<file path="src/sv/dctd_pkg.sv">
// ----------------------------------------------------------------------------
// dctd_pkg: shared constants for the divisor count unit
// Operand width, result width and trial-division constants.
// ----------------------------------------------------------------------------
package dctd_pkg;

  localparam int WIDTH   = 32;
  localparam int TOTAL_W = 11;
  localparam int EXP_W   = $clog2(WIDTH + 1);
  localparam int BIT_W   = $clog2(WIDTH);

  localparam logic [WIDTH-1:0] FACTOR_THREE = WIDTH'(3);
  localparam logic [WIDTH-1:0] FIRST_CAND   = WIDTH'(5);
  localparam logic [WIDTH-1:0] STEP_LOW     = WIDTH'(2);
  localparam logic [WIDTH-1:0] STEP_HIGH    = WIDTH'(4);

  typedef logic [WIDTH-1:0]   word_t;
  typedef logic [TOTAL_W-1:0] total_t;
  typedef logic [EXP_W-1:0]   exp_t;
  typedef logic [BIT_W-1:0]   bit_cnt_t;

endpackage

</file>
<file path="src/sv/divisor_count_trial_division_unit.sv">
// ----------------------------------------------------------------------------
// divisor_count_trial_division_unit: counts positive divisors of an integer
// Twos are shifted out; one radix-2 divider tries 3, then 6k-1 and 6k+1.
// ----------------------------------------------------------------------------
// run time: a zero input is answered straight from idle; otherwise it grows
// with the trailing zeros and the number of trial divisions
// throughput: one transaction at a time, set by the one-bit-per-cycle divider
// reset: synchronous, clears the sequencer and the done strobe
// the receiver cannot stall: done is high for exactly one cycle per transaction
module divisor_count_trial_division_unit (
  input  logic                 clk,
  input  logic                 rst,
  input  logic                 start,
  input  logic [31:0]          n_value,
  output logic                 busy,
  output logic                 done,
  output logic [10:0]          divisor_total,
  output logic                 invalid
);
  import dctd_pkg::*;

  localparam logic [2:0] ST_IDLE  = 3'd0;
  localparam logic [2:0] ST_SHIFT = 3'd1;
  localparam logic [2:0] ST_DIV   = 3'd2;
  localparam logic [2:0] ST_EVAL  = 3'd3;
  localparam logic [2:0] ST_FINAL = 3'd4;

  localparam logic [1:0] STG_THREE = 2'd0;
  localparam logic [1:0] STG_LOW   = 2'd1;
  localparam logic [1:0] STG_HIGH  = 2'd2;

  logic [2:0] state, state_next;
  logic [1:0] stage, stage_next;
  logic       first, first_next;
  word_t      v, v_next;
  word_t      divisor, divisor_next;
  word_t      rem, rem_next;
  word_t      quo, quo_next;
  bit_cnt_t   count, count_next;
  exp_t       e, e_next;
  total_t     product, product_next;
  logic       done_next;
  total_t     total_next;
  logic       invalid_next;

  word_t                      v_in;
  logic [WIDTH:0]             trial;
  logic                       fits;
  exp_t                       e_inc;
  total_t                     prod_wide;

  assign v_in      = WIDTH'(n_value);
  assign trial     = {rem, quo[WIDTH-1]};
  assign fits      = trial >= {1'b0, divisor};
  assign e_inc     = e + EXP_W'(1);
  // the count only needs its low bits, so the product wraps at the result width
  assign prod_wide = product * TOTAL_W'(e_inc);
  assign busy      = state != ST_IDLE;

  always_comb begin
    state_next   = state;
    stage_next   = stage;
    first_next   = first;
    v_next       = v;
    divisor_next = divisor;
    rem_next     = rem;
    quo_next     = quo;
    count_next   = count;
    e_next       = e;
    product_next = product;
    done_next    = 1'b0;
    total_next   = divisor_total;
    invalid_next = invalid;
    case (state)
      ST_IDLE: begin
        if (start) begin
          if (v_in == '0) begin
            done_next    = 1'b1;
            total_next   = '0;
            invalid_next = 1'b1;
          end else begin
            v_next       = v_in;
            e_next       = '0;
            product_next = TOTAL_W'(1);
            state_next   = ST_SHIFT;
          end
        end
      end
      ST_SHIFT: begin
        if (!v[0]) begin
          v_next = v >> 1;
          e_next = e_inc;
        end else begin
          product_next = prod_wide;
          e_next       = '0;
          divisor_next = FACTOR_THREE;
          stage_next   = STG_THREE;
          first_next   = 1'b0;
          rem_next     = '0;
          quo_next     = v;
          count_next   = BIT_W'(WIDTH - 1);
          state_next   = ST_DIV;
        end
      end
      ST_DIV: begin
        // restoring division, one quotient bit per cycle
        rem_next = fits ? WIDTH'(trial - {1'b0, divisor}) : trial[WIDTH-1:0];
        quo_next = {quo[WIDTH-2:0], fits};
        count_next = count - BIT_W'(1);
        if (count == '0) begin
          state_next = ST_EVAL;
        end
      end
      ST_EVAL: begin
        rem_next   = '0;
        count_next = BIT_W'(WIDTH - 1);
        if (first && (divisor > quo)) begin
          // candidate squared exceeds the remaining value
          state_next = ST_FINAL;
        end else if (rem == '0) begin
          v_next     = quo;
          e_next     = e_inc;
          first_next = 1'b0;
          quo_next   = quo;
          state_next = ST_DIV;
        end else begin
          product_next = prod_wide;
          e_next       = '0;
          quo_next     = v;
          state_next   = ST_DIV;
          case (stage)
            STG_THREE: begin
              divisor_next = FIRST_CAND;
              stage_next   = STG_LOW;
              first_next   = 1'b1;
            end
            STG_LOW: begin
              divisor_next = divisor + STEP_LOW;
              stage_next   = STG_HIGH;
              first_next   = 1'b0;
            end
            default: begin
              divisor_next = divisor + STEP_HIGH;
              stage_next   = STG_LOW;
              first_next   = 1'b1;
            end
          endcase
        end
      end
      ST_FINAL: begin
        // a leftover value above one is one more prime
        total_next   = (v > WIDTH'(1)) ? (product << 1) : product;
        invalid_next = 1'b0;
        done_next    = 1'b1;
        state_next   = ST_IDLE;
      end
      default: begin
        state_next = ST_IDLE;
      end
    endcase
  end

  always_ff @(posedge clk) begin
    if (rst) begin
      state <= ST_IDLE;
      done  <= 1'b0;
    end else begin
      state <= state_next;
      done  <= done_next;
    end
    stage         <= stage_next;
    first         <= first_next;
    v             <= v_next;
    divisor       <= divisor_next;
    rem           <= rem_next;
    quo           <= quo_next;
    count         <= count_next;
    e             <= e_next;
    product       <= product_next;
    divisor_total <= total_next;
    invalid       <= invalid_next;
  end

endmodule

</file>
<file path="config.mk">
export PLATFORM = sky130hd
export DESIGN_NAME = divisor_count_trial_division_unit
export DESIGN_NICKNAME = d
export VERILOG_FILES = /design/src/sv/dctd_pkg.sv /design/src/sv/divisor_count_trial_division_unit.sv
export SDC_FILE = /design/constraint.sdc
export NUM_CORES = 1
export LEC_CHECK = 0
export ABC_CLOCK_PERIOD_IN_PS = 5750
export BUFFER_PORTS_ARGS = -buffer_cell sky130_fd_sc_hd__buf_4
export CAP_MARGIN = 40
export CORE_MARGIN = 5
export CORE_UTILIZATION = 35
export CTS_BUF_LIST = sky130_fd_sc_hd__clkbuf_4 sky130_fd_sc_hd__clkbuf_8
export DETAILED_ROUTE_END_ITERATION = 7
export SLEW_MARGIN = 10
export SYNTH_ARGS = -nofsm -noshare
export SYNTH_HDL_FRONTEND = slang
export SYNTH_SLANG_ARGS = --single-unit
</file>
<file path="constraint.sdc">
create_clock -name clk -period 5.75 [get_ports clk]
set_input_delay 0.2875 -clock clk [delete_from_list [all_inputs] [get_ports clk]]
set_output_delay 0.2875 -clock clk [all_outputs]
set_load 0.02 [all_outputs]
</file>
== Word level (Yosys, flattened, before mapping) ==
Cells that the tools add are included.
Operators by class
  $add $sub $neg: 5
  $mul: 1
  $lt $le $gt $ge: 3
  equal/unequal tests: 13
  mux-type cells: 56
  reduce and logical (&&, ||, !) cells: 20
Operator list (count)
  $mux 32: 11
  $pmux 32 s3: 3
  $pmux 32 s2: 2
  $mux 11: 8
  $logic_not 32->1: 2
  $ge 33x32->1: 1
  $pmux 11 s3: 1
  $add 32x2->32 const B: 1
  $add 32x3->32 const B: 1
  $gt 32x1->1 const B: 1
  $gt 32x32->1: 1
  $sub 32x32->32: 1
  $mux 6: 5
  $pmux 11 s2: 1
  $pmux 6 s3: 1
  $ne 2x2->1 const B: 8
  $mux 3: 5
  $pmux 5 s3: 1
  $pmux 3 s4: 1
  $reduce_and 4->1: 3
  $mul 11x6->11: 1
  $reduce_and 3->1: 3
  $reduce_bool 3->1: 3
  $mux 1: 8
  other kinds (18): 25
Word-level totals
  bits in registers: 169
  output and inout bits: 14

== Depth between registers and ports, before layout ==
  depth in word-level cells: 5
  depth in mapped cells: 18

== Worst setup path before layout ==
No wires, ideal clock.
  kind: register to register
  start point: register divisor[9]
  end point: register divisor[0], enable pin
  library setup time: 0.477 ns
  data arrival time: 4.625 ns
  data required time: 5.273 ns
  setup slack: 0.648 ns
  stages on the path, launching flop included: 11
  buffers on the path: 0
  period minus slack after synthesis: 5.102 ns
  cell sequence: edfxtp_1 ha_1 a21o_1 a21o_1 a21oi_1 nor2_1 a2111oi_0 a211o_1 a31oi_1 nand2b_1 a211oi_1
Between the ends
  word-level cells in the longest chain between the ends: 4
Ends and longest elaborated chain
  start: declaration: RTL line divisor_count_trial_division_unit.sv:36  | word_t divisor, divisor_next;
  start signal: assignment: RTL line divisor_count_trial_division_unit.sv:174  | divisor <= divisor_next;
  $gt 32x32->1: RTL line divisor_count_trial_division_unit.sv:117  | if (first && (divisor > quo)) begin
  $logic_and 1x1->1: RTL line divisor_count_trial_division_unit.sv:117
  $ne 2x2->1 (no line)
  $reduce_and 4->1 (no line)
No other way between the ends.
A chain may end at the register's enable or synchronous reset.

== Worst setup path after layout ==
  start point: register e[0]
  end point: register product[10], data pin
Between the ends
  word-level cells in the longest chain between the ends: 5
  elaborated cells between the ends (all ways): 6
  classes of those cells: add/sub (1); mul (1); mux (4)
Ends and longest elaborated chain
  start: declaration: RTL line divisor_count_trial_division_unit.sv:40  | exp_t e, e_next;
  start signal: assignment: RTL line divisor_count_trial_division_unit.sv:178  | e <= e_next;
  $add 6x1->6 (*): RTL line divisor_count_trial_division_unit.sv:55  | assign e_inc = e + EXP_W'(1);
  $mul 11x6->11 (*): RTL line divisor_count_trial_division_unit.sv:57  | assign prod_wide = product * TOTAL_W'(e_inc);
  $mux 11: RTL line divisor_count_trial_division_unit.sv:120  | end else if (rem == '0) begin
  $mux 11: RTL line divisor_count_trial_division_unit.sv:117
  $pmux 11 s3 (*): RTL line divisor_count_trial_division_unit.sv:74  | case (state)
  end signal: assignment: RTL line divisor_count_trial_division_unit.sv:179  | product <= product_next;
  end: declaration: RTL line divisor_count_trial_division_unit.sv:41  | total_t product, product_next;
Mark *: on every way between the ends. The rest lies on a longest branch, timed or not. The select of a mux whose other input is x is not followed.

==> flow_summary.json <==
{
  "drt-wirelength-per-cell_um": 18.86,
  "combPwrFrac_pct": 59.4,
  "worst_setup_path_end_kind": "flop",
  "wl_met2_um": 16520,
  "first_iter_violations": 1091,
  "grt_max_degree": 66,
  "portBuffers": 48,
  "fp.dieW_um": 200.2,
  "wl_um": 34820,
  "clkLatencyLatePin_ps": 500,
  "antenna_found_initial": 0,
  "diodes": 0,
  "netlist_area_um2": 12660,
  "drt_pass1_iterations": 6,
  "yosys_warnings": 0,
  "ctsHtreeMaxLevel": 4,
  "place_ws_ps": 873.0,
  "cts_buffers": 17,
  "fin_skew_ps": 28.00,
  "grt_pass1_vias": 10140,
  "clockBufferDepth": 2,
  "synth_xor_area_share_pct": 3.528,
  "clk_pin_slew_ps": 100,
  "nets": 1515,
  "core_area_um2": 35660,
  "drc_errors": 0,
  "rsz0062_at_grt": "no",
  "design_area_um2": 13970,
  "die-area_um2": 40080,
  "slew_headroom_pct": 40.42,
  "r2r_slack_ps": 860,
  "routed-wl-met3_um": 1962,
  "grt_usage_pct": 17.15,
  "p_leak_uw": 0.005352,
  "holdCritPathClass": "input pin to flop",
  "crit_path_start_kind": "flop",
  "cts_tree": "built",
  "finalHoldViolCount": 0,
  "die_h_um": 200.2,
  "ios": 49,
  "grt_overflow": 0,
  "worst_pin_slew_ps": 890.5,
  "routed-via-count": 10390,
  "setup_ws_ps": 858.6,
  "syn_inst": 1334,
  "required_ps": 5970,
  "cellPowerDensity_nw_per_um2": 648.1,
  "switchingPower_uw": 4239,
  "area_growth_pct": 10.32,
  "drive_above_1_share_pct": 8.231,
  "hpwl_um": 25630,
  "critPathKind": "flop to flop",
  "syn_area_per_cell_um2": 9.491,
  "synth-edff-count": 165,
  "p_int_uw": 4813,
  "utilization_pct": 39.17,
  "p_clk_share_pct": 10.4,
  "post_cts_buffers": 0,
  "peakVddDrop_v": 0.0004002,
  "drtAntennaViolNets": 0,
  "fin_crit_ps": 4891,
  "total_power_uw": 9052,
  "dpl_cell_area_um2": 13550,
  "outcome": "completed",
  "worstPathArrival_ps": 5110,
  "filler_cell_count": 3550,
  "cts_resized": 0,
  "ys_types": 69,
  "yosys.area_share.adder_pct": 12.12,
  "ys_seq_area_share_pct": 39.77,
  "drt-vias-per-instance": 5.630,
  "cts.sinks": 169,
  "netSwitchingFraction_pct": 46.83,
  "grt_pass1_wl_um": 56210,
  "top_layer_used": "met4",
  "start_util_pct": 35.51,
  "finalCritPeriodShare_pct": 85.07,
  "synth_nets": 1476,
  "tns_ps": 0,
  "setup_viol": 0,
  "synth_top_family_by_area": "simple AND/OR/NAND/NOR gates",
  "cap_viol_max_count": 0,
  "synth_flop_cell": "edfxtp_1",
  "synth-simple-area-share_pct": 17.42,
  "sequentialPowerShare_pct": 30.3,
  "synth_seq_cells": 169,
  "max_freq_ghz": 0.2044,
  "slew_viol_final": 0,
  "synthMuxAreaShare_pct": 5.455,
  "synthArstFlopShare_pct": 0,
  "synth-compound-area-share_pct": 16.49,
  "wl_met1_um": 15710,
  "rows": 69,
  "gp_congestion": 0.8966,
  "path_max_fanout": 14,
  "cts_root_buf": "clkbuf_8"
}
-- synth_stat cells (5+ instances only) --
cell	count	area [µm²]
a2111oi_0	5	43.79
a211o_1	8	70.07
a211oi_1	10	75.07
a21o_1	19	142.6
a21oi_1	101	505.5
a221o_1	31	310.3
a221oi_1	6	52.55
a311oi_1	5	43.79
a31oi_1	6	37.54
and2_1	23	143.9
and3_1	6	37.54
clkbuf_1	38	142.6
edfxtp_1	165	4955
fa_1	26	520.5
ha_1	81	1013
inv_1	112	420.4
mux2i_1	69	690.7
nand2_1	91	341.6
nand2b_1	17	106.4
nand3_1	29	145.1
nand4_1	20	125.1
nor2_1	146	548.0
nor2b_1	38	237.7
nor3_1	30	150.1
nor4_1	31	193.9
o21a_1	7	52.55
o21ai_0	80	400.4
o21bai_1	6	45.04
o31ai_1	6	45.04
or2_2	5	31.28
or3_1	8	50.05
xnor2_1	35	306.5
xor2_1	16	140.1
-- cells in the final DEF (no fill, tap or decap), drive strengths merged, types with 17 or more instances in the layout --
| cell | Yosys | layout |
|---|---|---|
| edfxtp | 165 | 165 |
| nor2 | 147 | 147 |
| inv | 112 | 117 |
| a21oi | 104 | 104 |
| nand2 | 91 | 91 |
| o21ai | 82 | 82 |
| ha | 81 | 81 |
| mux2i | 69 | 69 |
| buf | 11 | 68 |
| nor2b | 38 | 38 |
| xnor2 | 35 | 35 |
| nor4 | 32 | 32 |
| a221o | 31 | 31 |
| nor3 | 30 | 30 |
| nand3 | 29 | 29 |
| fa | 26 | 26 |
| and2 | 24 | 24 |
| nand4 | 20 | 20 |
| a21o | 19 | 19 |
| clkbuf | 38 | 18 |
| nand2b | 17 | 17 |
-- area by class of cell --
| class | count | area, µm² | area share [%] |
|---|---|---|---|
| Timing Repair Buffer | 69 | 516.7 | 3.700 |
| Tap cell | 461 | 576.8 | 4.130 |
| Inverter | 113 | 424.2 | 3.037 |
| Sequential cell | 169 | 5035 | 36.05 |
| Clock buffer | 18 | 241.5 | 1.729 |
| Clock inverter | 13 | 168.9 | 1.209 |
| Multi-Input combinational cell | 1003 | 7004 | 50.15 |
-- worst max-delay path, cell delays in order (launching register included) --
cell and delay [ps]:
edfxtp_1 580, ha_1 310, nand3_1 100, xor2_1 580
nand2b_1 220, fa_1 450, fa_1 510, fa_1 540
inv_1 40, ha_1 320, a21oi_1 220, o21bai_1 90
a21oi_1 230, o21bai_1 90, a21oi_1 170, xnor2_1 130
nor2_1 50
-- sequential cells by signal, summed over array words and instances, names as in the netlist, 2 cells and up --
name and cells:
divisor 32, quo 32, rem 32, v 32, divisor_total 11, product 11, e 6, count 5
state 3, stage 2
-- power by group through the flow --
| stage | Sequential (µW) | Clock (µW) | Combinational [µW] |
|---|---|---|---|
| floorplan | 2470 | 0 | 4340 |
| global placement | 2750 | 0 | 5260 |
| detailed placement | 2750 | 0 | 5380 |
| CTS | 2730 | 961 | 5410 |
| global route | 2790 | 1010 | 6110 |
| finish | 2740 | 937 | 5380 |
-- what timing repair did --
action,4_1_cts,5_1_grt
setup endpoints to repair,0,0
hold buffers,1,0
hold endpoints to repair,4,0
-- final timing paths --
| kind | depth (start not counted) | from | to |
|---|---|---|---|
| worst min register to register | 1 | count[0] | count[0] |
| worst max register to register | 16 | e[0] | product[10] |
| worst min-delay path | 2 | n_value[6] | v[6] |
| worst max-delay path | 16 | e[0] | product[10] |
-- kinds of logic (layout without fill, tap and decap cells) --
family | Yosys count | after routing
flip-flops | 169 | 169
XOR/XNOR | 51 | 51
buffers and inverters | 162 | 213
AO/OA/AOI/OAI | 320 | 320
multiplexers | 69 | 69
AND/OR/NAND/NOR | 456 | 456
adder cells (fa/ha/maj) | 107 | 107
-- per-layer routing --
| layer | vias up | track usage [%] |
|---|---|---|
| met1 | 5054 | 23.53 |
| li1 | 4961 | - |
| met4 | 0 | 4.942 |
| met2 | 343 | 28.18 |
| met5 | - | 0 |
| met3 | 35 | 2.749 |
-- through the flow --
step / cells / hold WS [ps]
2_1_floorplan: 1334 / 356.6
3_3_place_gp: 1811 / 495.1
3_5_place_dp: 1814 / 497.4
4_1_cts: 1846 / 69.28
5_1_grt: 1846 / 72.41
6_report: 1846 / 106.7
No activity file was read; power rests on OpenSTA's default activity.
